[config.mk]
export PLATFORM = sky130hd
export DESIGN_NAME = status_led_animation_engine
export DESIGN_NICKNAME = d
export VERILOG_FILES = /design/src/sv/sla_pkg.sv /design/src/sv/status_led_animation_engine.sv /design/src/sv/sla_div.sv /design/src/sv/sla_datapath.sv /design/src/sv/sla_ctrl.sv
export SDC_FILE = /design/constraint.sdc
export NUM_CORES = 2
export LEC_CHECK = 0
export BUFFER_PORTS_ARGS = -buffer_cell sky130_fd_sc_hd__buf_2
export CORE_AREA = 2 2 259 363
export DETAILED_ROUTE_END_ITERATION = 16
export DIE_AREA = 0 0 261 365
export HOLD_SLACK_MARGIN = 0.15
export PLACE_DENSITY = 0.63
export SETUP_SLACK_MARGIN = 0.1
export SLEW_MARGIN = 25
export SYNTH_ARGS = -nofsm -noshare
export SYNTH_HDL_FRONTEND = slang
export SYNTH_SLANG_ARGS = --single-unit
[constraint.sdc]
create_clock -name clk -period 13.4 [get_ports clk]
set_input_delay 0.67 -clock clk [delete_from_list [all_inputs] [get_ports clk]]
set_output_delay 0.67 -clock clk [all_outputs]
set_load 0.005 [all_outputs]
[src/sv/sla_pkg.sv]
// Shared types, constants and command codes for the status LED animation engine.
package sla_pkg;

    // Default tick width in bits
    localparam int TICK_WIDTH_DEF = 32;

    // Product width for the short divisions (9 x 16 bits)
    localparam int PROD_W = 25;
    localparam int DEN_W  = 16;

    // Mode codes
    localparam int MODE_W = 3;
    localparam logic [MODE_W-1:0] MODE_OFF     = 3'd0;
    localparam logic [MODE_W-1:0] MODE_BREATHE = 3'd1;
    localparam logic [MODE_W-1:0] MODE_FULL    = 3'd2;
    localparam logic [MODE_W-1:0] MODE_FAULT   = 3'd3;
    localparam logic [MODE_W-1:0] MODE_STATIC  = 3'd4;
    localparam logic [MODE_W-1:0] MODE_FADEOUT = 3'd5;

    // Register indexes on the configuration port
    localparam int REG_IDX_W = 3;
    localparam logic [REG_IDX_W-1:0] REG_BREATH_PERIOD = 3'd0;
    localparam logic [REG_IDX_W-1:0] REG_BREATH_DROP   = 3'd1;
    localparam logic [REG_IDX_W-1:0] REG_BREATH_MIN    = 3'd2;
    localparam logic [REG_IDX_W-1:0] REG_MORPH_DUR     = 3'd3;
    localparam logic [REG_IDX_W-1:0] REG_FADE_DUR      = 3'd4;

    // Register reset values
    localparam logic [15:0] RST_BREATH_PERIOD = 16'd2000;
    localparam logic [8:0]  RST_BREATH_DROP   = 9'd30;
    localparam logic [7:0]  RST_BREATH_MIN    = 8'd40;
    localparam logic [15:0] RST_MORPH_DUR     = 16'd1000;
    localparam logic [15:0] RST_FADE_DUR      = 16'd500;

    // Animation constants
    localparam logic [8:0]  MORPH_HUE    = 9'd120;
    localparam logic [7:0]  FULL_VALUE   = 8'd255;
    localparam logic [15:0] MIN_PERIOD   = 16'd2;

    // 250 ms blink: t / 250 = ((t >> 1) * BLINK_RECIP) >> BLINK_SHIFT, exact for 32-bit t
    localparam logic [31:0] BLINK_RECIP = 32'd2199023256;
    localparam int          BLINK_SHIFT = 38;

    // Division selects
    localparam int DSEL_W = 3;
    localparam logic [DSEL_W-1:0] DIV_NONE  = 3'd0;
    localparam logic [DSEL_W-1:0] DIV_PHASE = 3'd2;
    localparam logic [DSEL_W-1:0] DIV_BVAL  = 3'd3;
    localparam logic [DSEL_W-1:0] DIV_BDROP = 3'd4;
    localparam logic [DSEL_W-1:0] DIV_MHUE  = 3'd5;
    localparam logic [DSEL_W-1:0] DIV_MVAL  = 3'd6;
    localparam logic [DSEL_W-1:0] DIV_FVAL  = 3'd7;

    // State update selects
    localparam int USEL_W = 4;
    localparam logic [USEL_W-1:0] UPD_NONE   = 4'd0;
    localparam logic [USEL_W-1:0] UPD_OFF    = 4'd1;
    localparam logic [USEL_W-1:0] UPD_STATIC = 4'd2;
    localparam logic [USEL_W-1:0] UPD_FAULT  = 4'd3;
    localparam logic [USEL_W-1:0] UPD_TRI    = 4'd4;
    localparam logic [USEL_W-1:0] UPD_BVAL   = 4'd5;
    localparam logic [USEL_W-1:0] UPD_BDROP  = 4'd6;
    localparam logic [USEL_W-1:0] UPD_MHUE   = 4'd7;
    localparam logic [USEL_W-1:0] UPD_MVAL   = 4'd8;
    localparam logic [USEL_W-1:0] UPD_MDONE  = 4'd9;
    localparam logic [USEL_W-1:0] UPD_FVAL   = 4'd10;
    localparam logic [USEL_W-1:0] UPD_FDONE  = 4'd11;

    // Configuration register values
    typedef struct packed {
        logic [15:0] period_ms;
        logic [8:0]  hue_drop;
        logic [7:0]  min_value;
        logic [15:0] morph_ms;
        logic [15:0] fade_ms;
    } sla_cfg_t;

    // Controller to datapath commands
    typedef struct packed {
        logic              load;
        logic              div_start;
        logic [DSEL_W-1:0] div_sel;
        logic [USEL_W-1:0] upd_sel;
        logic              out_load;
    } sla_cmd_t;

    // Datapath to controller status
    typedef struct packed {
        logic [MODE_W-1:0] mode;
        logic              div_done;
        logic              morph_over;
        logic              fade_over;
    } sla_stat_t;

endpackage

[src/sv/status_led_animation_engine.sv]
// Top level: configuration registers, stream ports and output register.
//
//   Port group   Direction  Word contents
//   s_t*         in         frame tick: time, requested mode, hue and value
//   m_t*         out        shown hue, shown value, busy and dark flags
//   APB          in/out     five configuration registers in 32-bit words at 0x00..0x10
//
// One frame word at a time. Off, static, fault, unknown modes and a finished morph
// or fade need no division; a running fade runs one, a running morph two and breathe
// three divisions on the bit-per-cycle divider, the first over DIV_W = max(TICK_WIDTH, 25) bits.
// Reset is asynchronous, active low, and restores mode off and register defaults.
// A result waits in the output register; the next word is taken as soon as the
// sequencer is idle, and only the final hand-over stalls on m_tready.
module status_led_animation_engine #(
    parameter int TICK_WIDTH = sla_pkg::TICK_WIDTH_DEF
) (
    input  logic        clk,
    input  logic        rst_n,
    // tick_ms[31:0], req_mode[34:32], req_hue[43:35], req_value[51:44]
    input  logic [55:0] s_tdata,
    input  logic        s_tvalid,
    output logic        s_tready,
    // shown_hue[8:0], shown_value[16:9], busy_res[17], dark[18]
    output logic [23:0] m_tdata,
    output logic        m_tvalid,
    input  logic        m_tready,
    input  logic        psel,
    input  logic        penable,
    input  logic        pwrite,
    input  logic [4:0]  paddr,
    input  logic [31:0] pwdata,
    output logic [31:0] prdata,
    output logic        pready
);

    sla_pkg::sla_cfg_t  cfg_reg, cfg_next;
    sla_pkg::sla_cmd_t  cmd;
    sla_pkg::sla_stat_t stat;

    logic [sla_pkg::REG_IDX_W-1:0] reg_idx;
    logic                          cfg_wr;

    logic        out_valid_reg, out_valid_next;
    logic [23:0] out_data_reg, out_data_next;
    logic        out_free;

    logic [8:0]  res_hue;
    logic [7:0]  res_value;
    logic        res_busy;
    logic        res_dark;

    // Configuration port
    assign pready  = 1'b1;
    assign reg_idx = paddr[4:2];
    assign cfg_wr  = psel & penable & pwrite & pready;

    always_comb
    begin
        cfg_next = cfg_reg;
        if (cfg_wr)
        begin
            unique case (reg_idx)
                sla_pkg::REG_BREATH_PERIOD: cfg_next.period_ms = pwdata[15:0];
                sla_pkg::REG_BREATH_DROP:   cfg_next.hue_drop  = pwdata[8:0];
                sla_pkg::REG_BREATH_MIN:    cfg_next.min_value = pwdata[7:0];
                sla_pkg::REG_MORPH_DUR:     cfg_next.morph_ms  = pwdata[15:0];
                sla_pkg::REG_FADE_DUR:      cfg_next.fade_ms   = pwdata[15:0];
                default:                    cfg_next           = cfg_reg;
            endcase
        end
    end

    always_comb
    begin
        unique case (reg_idx)
            sla_pkg::REG_BREATH_PERIOD: prdata = 32'(cfg_reg.period_ms);
            sla_pkg::REG_BREATH_DROP:   prdata = 32'(cfg_reg.hue_drop);
            sla_pkg::REG_BREATH_MIN:    prdata = 32'(cfg_reg.min_value);
            sla_pkg::REG_MORPH_DUR:     prdata = 32'(cfg_reg.morph_ms);
            sla_pkg::REG_FADE_DUR:      prdata = 32'(cfg_reg.fade_ms);
            default:                    prdata = '0;
        endcase
    end

    always_ff @(posedge clk or negedge rst_n)
    begin
        if (!rst_n)
        begin
            cfg_reg.period_ms <= sla_pkg::RST_BREATH_PERIOD;
            cfg_reg.hue_drop  <= sla_pkg::RST_BREATH_DROP;
            cfg_reg.min_value <= sla_pkg::RST_BREATH_MIN;
            cfg_reg.morph_ms  <= sla_pkg::RST_MORPH_DUR;
            cfg_reg.fade_ms   <= sla_pkg::RST_FADE_DUR;
        end
        else
        begin
            cfg_reg <= cfg_next;
        end
    end

    // Sequencer and datapath
    sla_ctrl u_ctrl (
        .clk      (clk),
        .rst_n    (rst_n),
        .in_valid (s_tvalid),
        .out_free (out_free),
        .stat     (stat),
        .in_ready (s_tready),
        .cmd      (cmd)
    );

    sla_datapath #(
        .TICK_WIDTH (TICK_WIDTH)
    ) u_datapath (
        .clk       (clk),
        .rst_n     (rst_n),
        .cmd       (cmd),
        .cfg       (cfg_reg),
        .in_tick   (s_tdata[31:0]),
        .in_mode   (s_tdata[34:32]),
        .in_hue    (s_tdata[43:35]),
        .in_value  (s_tdata[51:44]),
        .stat      (stat),
        .res_hue   (res_hue),
        .res_value (res_value),
        .res_busy  (res_busy),
        .res_dark  (res_dark)
    );

    // Output register
    assign out_free = !out_valid_reg || m_tready;

    always_comb
    begin
        out_valid_next = out_valid_reg;
        out_data_next  = out_data_reg;
        if (cmd.out_load)
        begin
            out_valid_next = 1'b1;
            out_data_next  = {5'd0, res_dark, res_busy, res_value, res_hue};
        end
        else if (m_tready)
        begin
            out_valid_next = 1'b0;
        end
    end

    always_ff @(posedge clk or negedge rst_n)
    begin
        if (!rst_n)
        begin
            out_valid_reg <= 1'b0;
        end
        else
        begin
            out_valid_reg <= out_valid_next;
        end
    end

    always_ff @(posedge clk)
    begin
        out_data_reg <= out_data_next;
    end

    assign m_tvalid = out_valid_reg;
    assign m_tdata  = out_data_reg;

endmodule

[src/sv/sla_div.sv]
// Iterative restoring divider, one quotient bit per cycle.
module sla_div #(
    parameter int DIV_W = 32,
    parameter int DEN_W = 16,
    parameter int CNT_W = 6
) (
    input  logic             clk,
    input  logic             rst_n,
    input  logic             start,
    input  logic [CNT_W-1:0] count,
    input  logic [DIV_W-1:0] dividend,
    input  logic [DEN_W-1:0] divisor,
    output logic [DIV_W-1:0] quotient,
    output logic [DEN_W-1:0] remainder,
    output logic             done
);

    logic [CNT_W-1:0] cnt_reg, cnt_next;
    logic             done_reg, done_next;
    logic [DIV_W-1:0] quo_reg, quo_next;
    logic [DEN_W-1:0] rem_reg, rem_next;
    logic [DEN_W-1:0] den_reg, den_next;

    logic [DEN_W:0] trial;
    logic [DEN_W:0] diff;
    logic           fits;

    // One restoring step
    always_comb
    begin
        trial = {rem_reg, quo_reg[DIV_W-1]};
        diff  = trial - {1'b0, den_reg};
        fits  = (trial >= {1'b0, den_reg});
    end

    always_comb
    begin
        cnt_next  = cnt_reg;
        quo_next  = quo_reg;
        rem_next  = rem_reg;
        den_next  = den_reg;
        done_next = 1'b0;
        if (start)
        begin
            cnt_next = count;
            quo_next = dividend;
            rem_next = '0;
            den_next = divisor;
        end
        else if (cnt_reg != '0)
        begin
            cnt_next  = cnt_reg - CNT_W'(1);
            rem_next  = fits ? diff[DEN_W-1:0] : trial[DEN_W-1:0];
            quo_next  = {quo_reg[DIV_W-2:0], fits};
            done_next = (cnt_reg == CNT_W'(1));
        end
    end

    always_ff @(posedge clk or negedge rst_n)
    begin
        if (!rst_n)
        begin
            cnt_reg  <= '0;
            done_reg <= 1'b0;
        end
        else
        begin
            cnt_reg  <= cnt_next;
            done_reg <= done_next;
        end
    end

    always_ff @(posedge clk)
    begin
        quo_reg <= quo_next;
        rem_reg <= rem_next;
        den_reg <= den_next;
    end

    assign quotient  = quo_reg;
    assign remainder = rem_reg;
    assign done      = done_reg;

endmodule

[src/sv/sla_datapath.sv]
// Animation state, shared multiplier and divider, and per-mode colour updates.
module sla_datapath #(
    parameter int TICK_WIDTH = sla_pkg::TICK_WIDTH_DEF
) (
    input  logic                        clk,
    input  logic                        rst_n,
    input  sla_pkg::sla_cmd_t           cmd,
    input  sla_pkg::sla_cfg_t           cfg,
    input  logic [31:0]                 in_tick,
    input  logic [sla_pkg::MODE_W-1:0]  in_mode,
    input  logic [8:0]                  in_hue,
    input  logic [7:0]                  in_value,
    output sla_pkg::sla_stat_t          stat,
    output logic [8:0]                  res_hue,
    output logic [7:0]                  res_value,
    output logic                        res_busy,
    output logic                        res_dark
);

    localparam int DIV_W = (TICK_WIDTH > sla_pkg::PROD_W) ? TICK_WIDTH : sla_pkg::PROD_W;
    localparam int CNT_W = $clog2(DIV_W + 1);

    // Architectural state
    logic [sla_pkg::MODE_W-1:0] mode_reg, mode_next;
    logic [TICK_WIDTH-1:0]      anchor_reg, anchor_next;
    logic [TICK_WIDTH-1:0]      tstart_reg, tstart_next;
    logic [8:0]                 shue_reg, shue_next;
    logic [7:0]                 sval_reg, sval_next;
    logic [8:0]                 lhue_reg, lhue_next;
    logic [7:0]                 lval_reg, lval_next;
    logic                       busy_reg, busy_next;

    // Per-word working registers
    logic [TICK_WIDTH-1:0]      now_reg, now_next;
    logic [8:0]                 rhue_reg, rhue_next;
    logic [7:0]                 rval_reg, rval_next;
    logic [15:0]                tri_reg, tri_next;

    logic [TICK_WIDTH-1:0]      now_in;
    logic [TICK_WIDTH-1:0]      elapsed_breath;
    logic [TICK_WIDTH-1:0]      elapsed_trans;
    logic [15:0]                period_eff;
    logic [15:0]                half;
    logic [15:0]                tri_raw;
    logic [15:0]                phase;
    logic [8:0]                 hue_dist;
    logic                       hue_down;

    logic [31:0]                now_ms32;
    logic [62:0]                blink_prod;
    logic                       blink_odd;

    logic [8:0]                 mul_a;
    logic [15:0]                mul_b;
    logic [sla_pkg::PROD_W-1:0] product;
    logic                       div_short;
    logic [DIV_W-1:0]           div_dividend;
    logic [sla_pkg::DEN_W-1:0]  div_divisor;
    logic [CNT_W-1:0]           div_count;
    logic [DIV_W-1:0]           div_quo;
    logic [sla_pkg::DEN_W-1:0]  div_rem;
    logic                       div_done;
    logic [8:0]                 drop;

    assign now_in = TICK_WIDTH'(in_tick);

    // Elapsed times, wrapping modulo the tick width
    assign elapsed_breath = now_reg - anchor_reg;
    assign elapsed_trans  = now_reg - tstart_reg;

    // Blink phase: halve the time, then divide by 125 through the reciprocal
    assign now_ms32   = 32'(now_reg);
    assign blink_prod = 63'(now_ms32[31:1]) * 63'(sla_pkg::BLINK_RECIP);
    assign blink_odd  = blink_prod[sla_pkg::BLINK_SHIFT];

    // Breath geometry
    assign period_eff = (cfg.period_ms < sla_pkg::MIN_PERIOD) ? sla_pkg::MIN_PERIOD
                                                              : cfg.period_ms;
    assign half  = {1'b0, period_eff[15:1]};
    assign phase = div_rem;
    always_comb
    begin
        tri_raw = (phase < half) ? phase : (period_eff - phase);
        if (tri_raw > half)
        begin
            tri_raw = half;
        end
    end

    // Distance from the start hue to the morph target hue
    assign hue_down = (shue_reg > sla_pkg::MORPH_HUE);
    assign hue_dist = hue_down ? (shue_reg - sla_pkg::MORPH_HUE)
                               : (sla_pkg::MORPH_HUE - shue_reg);

    // Operand selection for the shared multiplier and divider
    always_comb
    begin
        mul_a       = '0;
        mul_b       = '0;
        div_short   = 1'b1;
        div_divisor = half;
        unique case (cmd.div_sel)
            sla_pkg::DIV_PHASE:
            begin
                div_short   = 1'b0;
                div_divisor = period_eff;
            end
            sla_pkg::DIV_BVAL:
            begin
                mul_a = {1'b0, sla_pkg::FULL_VALUE - cfg.min_value};
                mul_b = tri_reg;
            end
            sla_pkg::DIV_BDROP:
            begin
                mul_a = cfg.hue_drop;
                mul_b = half - tri_reg;
            end
            sla_pkg::DIV_MHUE:
            begin
                mul_a       = hue_dist;
                mul_b       = elapsed_trans[15:0];
                div_divisor = cfg.morph_ms;
            end
            sla_pkg::DIV_MVAL:
            begin
                mul_a       = {1'b0, sla_pkg::FULL_VALUE - sval_reg};
                mul_b       = elapsed_trans[15:0];
                div_divisor = cfg.morph_ms;
            end
            sla_pkg::DIV_FVAL:
            begin
                mul_a       = {1'b0, sval_reg};
                mul_b       = elapsed_trans[15:0];
                div_divisor = cfg.fade_ms;
            end
            default:
            begin
                div_short = 1'b1;
            end
        endcase
    end

    assign product = sla_pkg::PROD_W'(mul_a * mul_b);

    // Short divisions enter left-aligned so only the product bits are iterated
    always_comb
    begin
        if (div_short)
        begin
            div_dividend = DIV_W'(product) << (DIV_W - sla_pkg::PROD_W);
            div_count    = CNT_W'(sla_pkg::PROD_W);
        end
        else
        begin
            div_dividend = DIV_W'(elapsed_breath);
            div_count    = CNT_W'(DIV_W);
        end
    end

    sla_div #(
        .DIV_W (DIV_W),
        .DEN_W (sla_pkg::DEN_W),
        .CNT_W (CNT_W)
    ) u_div (
        .clk       (clk),
        .rst_n     (rst_n),
        .start     (cmd.div_start),
        .count     (div_count),
        .dividend  (div_dividend),
        .divisor   (div_divisor),
        .quotient  (div_quo),
        .remainder (div_rem),
        .done      (div_done)
    );

    assign drop = div_quo[8:0];

    // State updates: mode capture on load, colour updates on command
    always_comb
    begin
        mode_next   = mode_reg;
        anchor_next = anchor_reg;
        tstart_next = tstart_reg;
        shue_next   = shue_reg;
        sval_next   = sval_reg;
        lhue_next   = lhue_reg;
        lval_next   = lval_reg;
        busy_next   = busy_reg;
        now_next    = now_reg;
        rhue_next   = rhue_reg;
        rval_next   = rval_reg;
        tri_next    = tri_reg;

        if (cmd.load)
        begin
            now_next  = now_in;
            rhue_next = in_hue;
            rval_next = in_value;
            if (in_mode != mode_reg)
            begin
                busy_next = 1'b0;
                mode_next = in_mode;
                if (in_mode == sla_pkg::MODE_BREATHE)
                begin
                    anchor_next = now_in;
                end
                else if (in_mode == sla_pkg::MODE_FULL || in_mode == sla_pkg::MODE_FADEOUT)
                begin
                    shue_next   = lhue_reg;
                    sval_next   = lval_reg;
                    tstart_next = now_in;
                    busy_next   = 1'b1;
                end
            end
        end

        unique case (cmd.upd_sel)
            sla_pkg::UPD_OFF:
            begin
                lhue_next = '0;
                lval_next = '0;
            end
            sla_pkg::UPD_STATIC:
            begin
                lhue_next = rhue_reg;
                lval_next = rval_reg;
            end
            sla_pkg::UPD_FAULT:
            begin
                lhue_next = '0;
                lval_next = blink_odd ? sla_pkg::FULL_VALUE : 8'd0;
            end
            sla_pkg::UPD_TRI:
            begin
                tri_next = tri_raw;
            end
            sla_pkg::UPD_BVAL:
            begin
                lval_next = cfg.min_value + div_quo[7:0];
            end
            sla_pkg::UPD_BDROP:
            begin
                lhue_next = (rhue_reg > drop) ? (rhue_reg - drop) : 9'd0;
            end
            sla_pkg::UPD_MHUE:
            begin
                lhue_next = hue_down ? (shue_reg - div_quo[8:0]) : (shue_reg + div_quo[8:0]);
            end
            sla_pkg::UPD_MVAL:
            begin
                lval_next = sval_reg + div_quo[7:0];
            end
            sla_pkg::UPD_MDONE:
            begin
                lhue_next = sla_pkg::MORPH_HUE;
                lval_next = sla_pkg::FULL_VALUE;
                busy_next = 1'b0;
            end
            sla_pkg::UPD_FVAL:
            begin
                lhue_next = shue_reg;
                lval_next = sval_reg - div_quo[7:0];
            end
            sla_pkg::UPD_FDONE:
            begin
                lval_next = '0;
                busy_next = 1'b0;
            end
            default:
            begin
                lhue_next = lhue_reg;
            end
        endcase
    end

    always_ff @(posedge clk or negedge rst_n)
    begin
        if (!rst_n)
        begin
            mode_reg   <= sla_pkg::MODE_OFF;
            anchor_reg <= '0;
            tstart_reg <= '0;
            shue_reg   <= '0;
            sval_reg   <= '0;
            lhue_reg   <= '0;
            lval_reg   <= '0;
            busy_reg   <= 1'b0;
        end
        else
        begin
            mode_reg   <= mode_next;
            anchor_reg <= anchor_next;
            tstart_reg <= tstart_next;
            shue_reg   <= shue_next;
            sval_reg   <= sval_next;
            lhue_reg   <= lhue_next;
            lval_reg   <= lval_next;
            busy_reg   <= busy_next;
        end
    end

    always_ff @(posedge clk)
    begin
        now_reg  <= now_next;
        rhue_reg <= rhue_next;
        rval_reg <= rval_next;
        tri_reg  <= tri_next;
    end

    // Status back to the controller
    always_comb
    begin
        stat.mode       = mode_reg;
        stat.div_done   = div_done;
        stat.morph_over = (elapsed_trans >= TICK_WIDTH'(cfg.morph_ms));
        stat.fade_over  = (elapsed_trans >= TICK_WIDTH'(cfg.fade_ms));
    end

    assign res_hue   = lhue_reg;
    assign res_value = lval_reg;
    assign res_busy  = busy_reg;
    assign res_dark  = (lval_reg == 8'd0);

endmodule

[src/sv/sla_ctrl.sv]
// Sequencer that steps the datapath through one frame's divisions and updates.
module sla_ctrl (
    input  logic               clk,
    input  logic               rst_n,
    input  logic               in_valid,
    input  logic               out_free,
    input  sla_pkg::sla_stat_t stat,
    output logic               in_ready,
    output sla_pkg::sla_cmd_t  cmd
);

    localparam int ST_W = 4;
    localparam logic [ST_W-1:0] ST_IDLE     = 4'd0;
    localparam logic [ST_W-1:0] ST_DISPATCH = 4'd1;
    localparam logic [ST_W-1:0] ST_PHASE_W  = 4'd3;
    localparam logic [ST_W-1:0] ST_TRI      = 4'd4;
    localparam logic [ST_W-1:0] ST_BVAL_W   = 4'd5;
    localparam logic [ST_W-1:0] ST_BDROP_W  = 4'd6;
    localparam logic [ST_W-1:0] ST_MHUE_W   = 4'd7;
    localparam logic [ST_W-1:0] ST_MVAL_W   = 4'd8;
    localparam logic [ST_W-1:0] ST_FVAL_W   = 4'd9;
    localparam logic [ST_W-1:0] ST_DONE     = 4'd10;

    logic [ST_W-1:0] state_reg, state_next;

    assign in_ready = (state_reg == ST_IDLE);

    always_comb
    begin
        state_next    = state_reg;
        cmd.load      = 1'b0;
        cmd.div_start = 1'b0;
        cmd.div_sel   = sla_pkg::DIV_NONE;
        cmd.upd_sel   = sla_pkg::UPD_NONE;
        cmd.out_load  = 1'b0;
        unique case (state_reg)
            ST_IDLE:
            begin
                if (in_valid)
                begin
                    cmd.load   = 1'b1;
                    state_next = ST_DISPATCH;
                end
            end
            // Branch on the mode as it stands after the capture
            ST_DISPATCH:
            begin
                unique case (stat.mode)
                    sla_pkg::MODE_OFF:
                    begin
                        cmd.upd_sel = sla_pkg::UPD_OFF;
                        state_next  = ST_DONE;
                    end
                    sla_pkg::MODE_STATIC:
                    begin
                        cmd.upd_sel = sla_pkg::UPD_STATIC;
                        state_next  = ST_DONE;
                    end
                    sla_pkg::MODE_FAULT:
                    begin
                        cmd.upd_sel = sla_pkg::UPD_FAULT;
                        state_next  = ST_DONE;
                    end
                    sla_pkg::MODE_BREATHE:
                    begin
                        cmd.div_start = 1'b1;
                        cmd.div_sel   = sla_pkg::DIV_PHASE;
                        state_next    = ST_PHASE_W;
                    end
                    sla_pkg::MODE_FULL:
                    begin
                        if (stat.morph_over)
                        begin
                            cmd.upd_sel = sla_pkg::UPD_MDONE;
                            state_next  = ST_DONE;
                        end
                        else
                        begin
                            cmd.div_start = 1'b1;
                            cmd.div_sel   = sla_pkg::DIV_MHUE;
                            state_next    = ST_MHUE_W;
                        end
                    end
                    sla_pkg::MODE_FADEOUT:
                    begin
                        if (stat.fade_over)
                        begin
                            cmd.upd_sel = sla_pkg::UPD_FDONE;
                            state_next  = ST_DONE;
                        end
                        else
                        begin
                            cmd.div_start = 1'b1;
                            cmd.div_sel   = sla_pkg::DIV_FVAL;
                            state_next    = ST_FVAL_W;
                        end
                    end
                    // Unknown modes hold the shown colour
                    default:
                    begin
                        state_next = ST_DONE;
                    end
                endcase
            end
            ST_PHASE_W:
            begin
                if (stat.div_done)
                begin
                    cmd.upd_sel = sla_pkg::UPD_TRI;
                    state_next  = ST_TRI;
                end
            end
            ST_TRI:
            begin
                cmd.div_start = 1'b1;
                cmd.div_sel   = sla_pkg::DIV_BVAL;
                state_next    = ST_BVAL_W;
            end
            ST_BVAL_W:
            begin
                if (stat.div_done)
                begin
                    cmd.upd_sel   = sla_pkg::UPD_BVAL;
                    cmd.div_start = 1'b1;
                    cmd.div_sel   = sla_pkg::DIV_BDROP;
                    state_next    = ST_BDROP_W;
                end
            end
            ST_BDROP_W:
            begin
                if (stat.div_done)
                begin
                    cmd.upd_sel = sla_pkg::UPD_BDROP;
                    state_next  = ST_DONE;
                end
            end
            ST_MHUE_W:
            begin
                if (stat.div_done)
                begin
                    cmd.upd_sel   = sla_pkg::UPD_MHUE;
                    cmd.div_start = 1'b1;
                    cmd.div_sel   = sla_pkg::DIV_MVAL;
                    state_next    = ST_MVAL_W;
                end
            end
            ST_MVAL_W:
            begin
                if (stat.div_done)
                begin
                    cmd.upd_sel = sla_pkg::UPD_MVAL;
                    state_next  = ST_DONE;
                end
            end
            ST_FVAL_W:
            begin
                if (stat.div_done)
                begin
                    cmd.upd_sel = sla_pkg::UPD_FVAL;
                    state_next  = ST_DONE;
                end
            end
            // Hand the word over once the output register is free
            ST_DONE:
            begin
                if (out_free)
                begin
                    cmd.out_load = 1'b1;
                    state_next   = ST_IDLE;
                end
            end
            default:
            begin
                state_next = ST_IDLE;
            end
        endcase
    end

    always_ff @(posedge clk or negedge rst_n)
    begin
        if (!rst_n)
        begin
            state_reg <= ST_IDLE;
        end
        else
        begin
            state_reg <= state_next;
        end
    end

endmodule

# Yosys cells after proc, flatten, opt, wreduce, memory -nomap -nowiden
# Cells that the tools add are included.
# W data, S select, Z words.
op_classes:
  add_sub_neg: 16
  multipliers: 2
  n_lt_le_gt_ge: 8
  eq_ne: 46
  mux: 57
  bitwise_logic: 3
  reduce_logical: 30
ops:
  columns: ["op", "n"]
  rows:
  - ["$mux W32", 3]
  - ["$pmux W16 S3", 2]
  - ["$pmux W16 S5", 1]
  - ["$ge A32 B16 Y1", 2]
  - ["$sub A32 B32 Y32", 2]
  - ["$pmux W8 S7", 1]
  - ["$pmux W9 S6", 1]
  - ["$mux W4", 13]
  - ["$mux W16", 3]
  - ["$pmux W9 S5", 1]
  - ["$mul A31 B29 Y36 const B", 1]
  - ["$eq A4 B3 Y1 const B", 8]
  - ["$pmux W4 S8", 1]
  - ["$sub A16 B16 Y16", 2]
  - ["$eq A4 B4 Y1 const B", 7]
  - ["$pmux W4 S7", 1]
  - ["$mux W9", 3]
  - ["$mul A9 B16 Y25", 1]
  - ["$eq A3 B3 Y1 const B", 8]
  - ["$mux W8", 3]
  - ["$pmux W4 S3", 2]
  - ["$eq A3 B2 Y1 const B", 7]
  - ["$pmux W4 S5", 1]
  - ["$mux W6", 3]
  - ["other kinds (43)", 85]
totals:
  reg_bits: 327
  input_bits: 100
  out_inout_bits: 59
  word_cells: 188

# Depth between registers and ports, before layout
logic_depth:
  ltp_word: 11
  depth_mapped: 45
  ltp_nobuf: 43

# By module
# Synthesis repeated with hierarchy kept, for this count alone.
hier_totals:
  hier_cells: 3921
  area_unflattened_um2: 37388.4
by_module_without_submodules:
  columns: ["mod", "n_inst", "cells_per_inst", "area_each_um2", "seq_area_each_um2"]
  rows:
  - ["sla_datapath", 1, 3231, 29161.7, 4504.3]
  - ["status_led_animation_engine", 1, 260, 3811.2, 2252.2]
  - ["sla_div", 1, 338, 3773.6, 1936.9]
  - ["sla_ctrl", 1, 92, 641.9, 100.1]

# Worst setup path after synthesis
# Ideal clock, no wire load.
synth_path:
  kind: "register to register"
  start: "reg u_datapath.now_reg[1], in the netlist u_datapath.now_ms32[1]"
  end: "reg u_datapath.u_div.quo_reg[31], in the netlist u_datapath.u_div.quotient[31], data pin"
  setup_ns: 0.180
  arrival_time_ns: 9.210
  required_time_ns: 13.220
  path_slack_ns: 4.010
  path_stages_with_launch: 42
  n_path_buf: 2
  synth_period_minus_slack_ns: 9.390
  cell_sequence: "edfxtp_1 > inv_1 > fa_1 > nor2b_1 > o2111ai_1 > a31oi_1 > a21oi_1 > nand2b_1 > nand2b_1 > xor2_1 > ha_1 > a21o_1 > a21oi_1 > o21ai_0 > a21oi_1 > and3_1 > nand2_1 > nor4_4 > (+6 left out) > inv_1 > fa_1 > fa_1 > inv_1 > fa_1 > inv_1 > ha_1 > or2_2 > a21oi_1 > a31oi_1 > a41oi_1 > a2111oi_0 > o21a_1 > o21a_1 > o41ai_1 > o21ai_0 > xnor2_1 > a221oi_1"
synth_via:
  elab_chain_cells: 11
  word_cells_on_any_way: 20
  cone_classes: "add/sub (2); mul (1); order compare (2); eq/ne (6); mux (8); reduce/logical (1)"
synth_rtl:
  columns: ["element", "line_no", "rtl"]
  rows:
  - ["from (decl)", "sla_datapath.sv:34", "logic [TICK_WIDTH-1:0] now_reg, now_next;"]
  - ["from (signal assigned)", "sla_datapath.sv:304", "now_reg <= now_next;"]
  - ["$sub A32 B32 Y32", "sla_datapath.sv:69", "assign elapsed_trans = now_reg - tstart_reg;"]
  - ["$ge A32 B16 Y1, on equally long branches", "sla_datapath.sv:316, sla_datapath.sv:315", null]
  - ["$mux W4, on equally long branches", "sla_ctrl.sv:86, sla_ctrl.sv:72", null]
  - ["$pmux W4 S3", "sla_ctrl.sv:48", "unique case (stat.mode)"]
  - ["$pmux W4 S4", "sla_ctrl.sv:36", "unique case (state_reg)"]
  - ["$eq A3 B3 Y1", "sla_datapath.sv:102", "unique case (cmd.div_sel)"]
  - ["$reduce_or A3 Y1 (no line)", null, null]
  - ["$pmux W16 S3", "sla_datapath.sv:102", null]
  - ["$mul A9 B16 Y25", "sla_datapath.sv:143", "assign product = sla_pkg::PROD_W'(mul_a * mul_b);"]
  - ["$mux W32", "sla_datapath.sv:148", "if (div_short)"]
  - ["$mux W32 (*)", "sla_div.sv:43", "if (start)"]
  - ["named net u_datapath.u_div.quo_next[31]", "sla_div.sv:20", "logic [DIV_W-1:0] quo_reg, quo_next;"]
  - ["to (signal assigned)", "sla_div.sv:75", "quo_reg <= quo_next;"]
  - ["to (decl)", "sla_div.sv:20", null]
# Mark *: on every way through the listed nets, which the timed path passes. The rest lies on a longest branch.
# A chain may end at the register's enable or synchronous reset.

# Final worst setup path
layout_path:
  start: "reg u_datapath.now_reg[2], in the netlist u_datapath.now_ms32[2]"
  end: "reg u_datapath.u_div.quo_reg[31], in the netlist u_datapath.u_div.quotient[31], data pin"
# The elaborated chain is that of the path after synthesis.

==> results.sh <==
export IMPL_drv_slew=0
export IMPL_track_usage_pct=22.6
export IMPL_synth_distinct_cells=96
export IMPL_end_kind="flip-flop"
export IMPL_worst_pin_slew_ns=1.06
export IMPL_ir_drop_mv=0.109
export IMPL_start_util_pct=39.6
export IMPL_globalRouteOverflowTotal=0
export IMPL_most_common_layout_cells="inv_1, ha_1, nand2_1"
export IMPL_num_vias=28186
export IMPL_root_buffer="clkbuf_16"
export IMPL_path_clk_slew_ns=0.06
export IMPL_wire_per_inst_um=20.4
export IMPL_skew_ns=0.0159
export IMPL_reg2reg_depth=37
export IMPL_ys_warn_count=0
export IMPL_grt_start_max_net_pins=75
export IMPL_crit_slowest_cell="xor2_1"
export IMPL_ys_seq_elements=327
export IMPL_p_comb_share_pct=14.2
export IMPL_largest_register_ffs=65
export IMPL_required_ns=13.80
export IMPL_gp_congestion=0.946
export IMPL_rsz0062_at_grt="false"
export IMPL_p_int_mw=1.84
export IMPL_syn_area_um2=36500
export IMPL_hold_end="u_datapath.rval_reg[1]"
export IMPL_grt_pass1_vias=28896
export IMPL_r2r_start="u_datapath.now_ms32[2]"
export IMPL_synth_edf_count=132
export IMPL_swShare_pct=29.0
export IMPL_p_leak_nw=19.1
export IMPL_fin_nets=4882
export IMPL_die_w_um=261
export IMPL_pin_count=159
export IMPL_antenna_left=0
export IMPL_fillerInstances=9092
export IMPL_place_inst=5147
export IMPL_synthToLayoutAreaGrowth_pct=8.54
export IMPL_post_cts_resized=0
export IMPL_instances_no_fill=5217
export IMPL_numClockSinks=327
export IMPL_status="finished clean"
export IMPL_die_h_um=365
export IMPL_p_sw_uw=748
export IMPL_cts_hold_buf=1
export IMPL_drive_above_1_share_pct=9.90
export IMPL_async_reset_ff_share_pct=54.7
export IMPL_hpwl_um=86500
export IMPL_rr_endpoint="u_datapath.u_div.quotient[31]"
export IMPL_first_iter_violations=1589
export IMPL_grt_pass1_wl_um=165000
export IMPL_pwr_share_clk_pct=40.0
export IMPL_fin_crit_ns=11.46
export IMPL_fp_coreArea_um2=92200
export IMPL_wl_um=107000
export IMPL_cts_tree="done"
export IMPL_cts_htree_levels=2
export IMPL_worstPathMaxFanout=19
export IMPL_hold_path_class="in -> reg"
export IMPL_cts_buffer_depth=3
export IMPL_antenna_found_initial=4
export IMPL_power_density_nw_per_um2=65.2
export IMPL_seqPwrFrac_pct=45.8
export IMPL_design_area_um2=39600
export IMPL_path_class="reg -> reg"
export IMPL_netlist_instances=3903
export IMPL_avgSynthCellArea_um2=9.36
export IMPL_rows=132
export IMPL_port_buffer_count=114
export IMPL_hold_path_depth=1
export IMPL_drt_vias_per_instance=5.40
export IMPL_start_kind="flip-flop"
export IMPL_finalSetupTns_ns=0
export IMPL_finalSetupViolCount=0
export IMPL_regToRegSetupSlack_ns=1.94
export IMPL_hold_violations=0
export IMPL_ys_seq_area_share_pct=24.1
export IMPL_drt_drc_violations_left=0
export IMPL_cap_violations=0
export IMPL_clk_latency_ns=0.59
export IMPL_min_delay_start="s_tdata[45]"
export IMPL_slowest_delay_ns=0.77
export IMPL_dr_pass1_iters=6
export IMPL_final_common_cell="inv_1"
export IMPL_synth_ff_type="dfrtp_1"
export IMPL_max_freq_mhz=87.3
export IMPL_period_share_pct=85.5
export IMPL_post_cts_buffers=0
export IMPL_cp_arrival_ns=11.85
export IMPL_dieArea_um2=95300
export IMPL_cts_buffers=37
export IMPL_dpl_instance_area_um2=38400
export IMPL_relSlewSlack_pct=28.6
-- power by group through the flow --
stage	logic [mW]	clock network, mW	registers [mW]
6_report	0.368	1.03	1.18
5_1_grt	0.410	1.09	1.19
4_1_cts	0.365	1.05	1.18
3_5_place_dp	0.362	0	1.20
3_3_place_gp	0.353	0	1.20
2_1_floorplan	0.271	0	1.15
-- routing by layer --
layer | vias to the layer above | part of all wire, % | global-route usage, %
met5 | - | 0 | 0
met4 | 0 | 6.1 | 12.3
met3 | 250 | 4.7 | 2.82
met2 | 770 | 50 | 40.1
met1 | 13863 | 39 | 26.4
li1 | 13303 | - | -
-- worst max-delay path: cells and delay by family (launching register included) --
| family | cells | cell delay, ns |
|---|---|---|
| xor gates and xnor gates | 2 | 0.93 |
| and+or+nand+nor | 9 | 2.16 |
| adders and majority gates | 7 | 3.27 |
| DFF | 1 | 0.71 |
| buffers and inverters | 2 | 0.09 |
| AOI/OAI and AO/OA | 17 | 4.08 |
-- cell usage after synthesis, types with 27 or more instances --
master | instances | area share (%)
o21ai_0 | 241 | 3.3
o22ai_1 | 27 | 0.46
nor3_1 | 39 | 0.53
edfxtp_1 | 132 | 11
fa_1 | 320 | 18
a22oi_1 | 67 | 1.4
nand2_1 | 323 | 3.3
a31oi_1 | 34 | 0.58
nor2_1 | 191 | 2.0
ha_1 | 481 | 16
mux2_2 | 104 | 3.2
a21oi_1 | 177 | 2.4
nand2b_1 | 35 | 0.60
nand3_1 | 37 | 0.51
nor2b_1 | 62 | 1.1
a21o_1 | 62 | 1.3
dfrtp_1 | 155 | 11
clkbuf_1 | 96 | 0.99
xor2_1 | 51 | 1.2
xnor2_1 | 108 | 2.6
inv_1 | 692 | 7.1
-- logic make-up after synthesis --
group / Yosys count / share of synthesized area (%)
AO/OA/AOI/OAI: 809 / 14.2
XOR/XNOR: 159 / 3.81
adder cells (fa/ha/maj): 801 / 34.0
buffers and inverters: 832 / 8.87
flip-flops: 327 / 24.1
multiplexers: 127 / 3.84
other: 2 / 0.0206
AND/OR/NAND/NOR: 846 / 11.1
-- stage by stage --
stage          setup WS, ns  total power, mW  utilization, %  hold WS, ns
4_1_cts                2.04             2.60            43.0        0.235
3_5_place_dp           2.11             1.56            41.7        0.445
6_report               1.94             2.58            43.0        0.260
5_1_grt                1.33             2.69            43.0        0.242
2_1_floorplan          4.01             1.42               -        0.374
3_3_place_gp           2.21             1.55            41.7        0.438
-- worst max path at each step --
stage,startpoint,to,slack [ns],cells past startpoint
2_1_floorplan,u_datapath.now_ms32[1],u_datapath.u_div.quotient[31],4.01,41
4_1_cts,u_datapath.now_ms32[2],u_datapath.u_div.quotient[31],2.04,38
3_5_place_dp,u_datapath.now_ms32[2],u_datapath.u_div.quotient[31],2.11,37
5_1_grt,u_datapath.now_ms32[2],u_datapath.u_div.quotient[31],1.33,37
3_3_place_gp,u_datapath.now_ms32[7],u_datapath.u_div.quotient[31],2.21,36
6_report,u_datapath.now_ms32[2],u_datapath.u_div.quotient[31],1.94,37
-- area by class of cell --
cell class	count	area [µm²]	area share [%]
inverters	693	2600	6.56
clock buffers	51	1060	2.68
multi-input cells	2765	24600	62.1
repair buffers	157	908	2.29
flip-flops and latches	327	8790	22.2
well taps	1206	1510	3.81
diodes	1	2.50	0.00631
clock inverters	17	141	0.357
(Power assumes the default switching activity.)
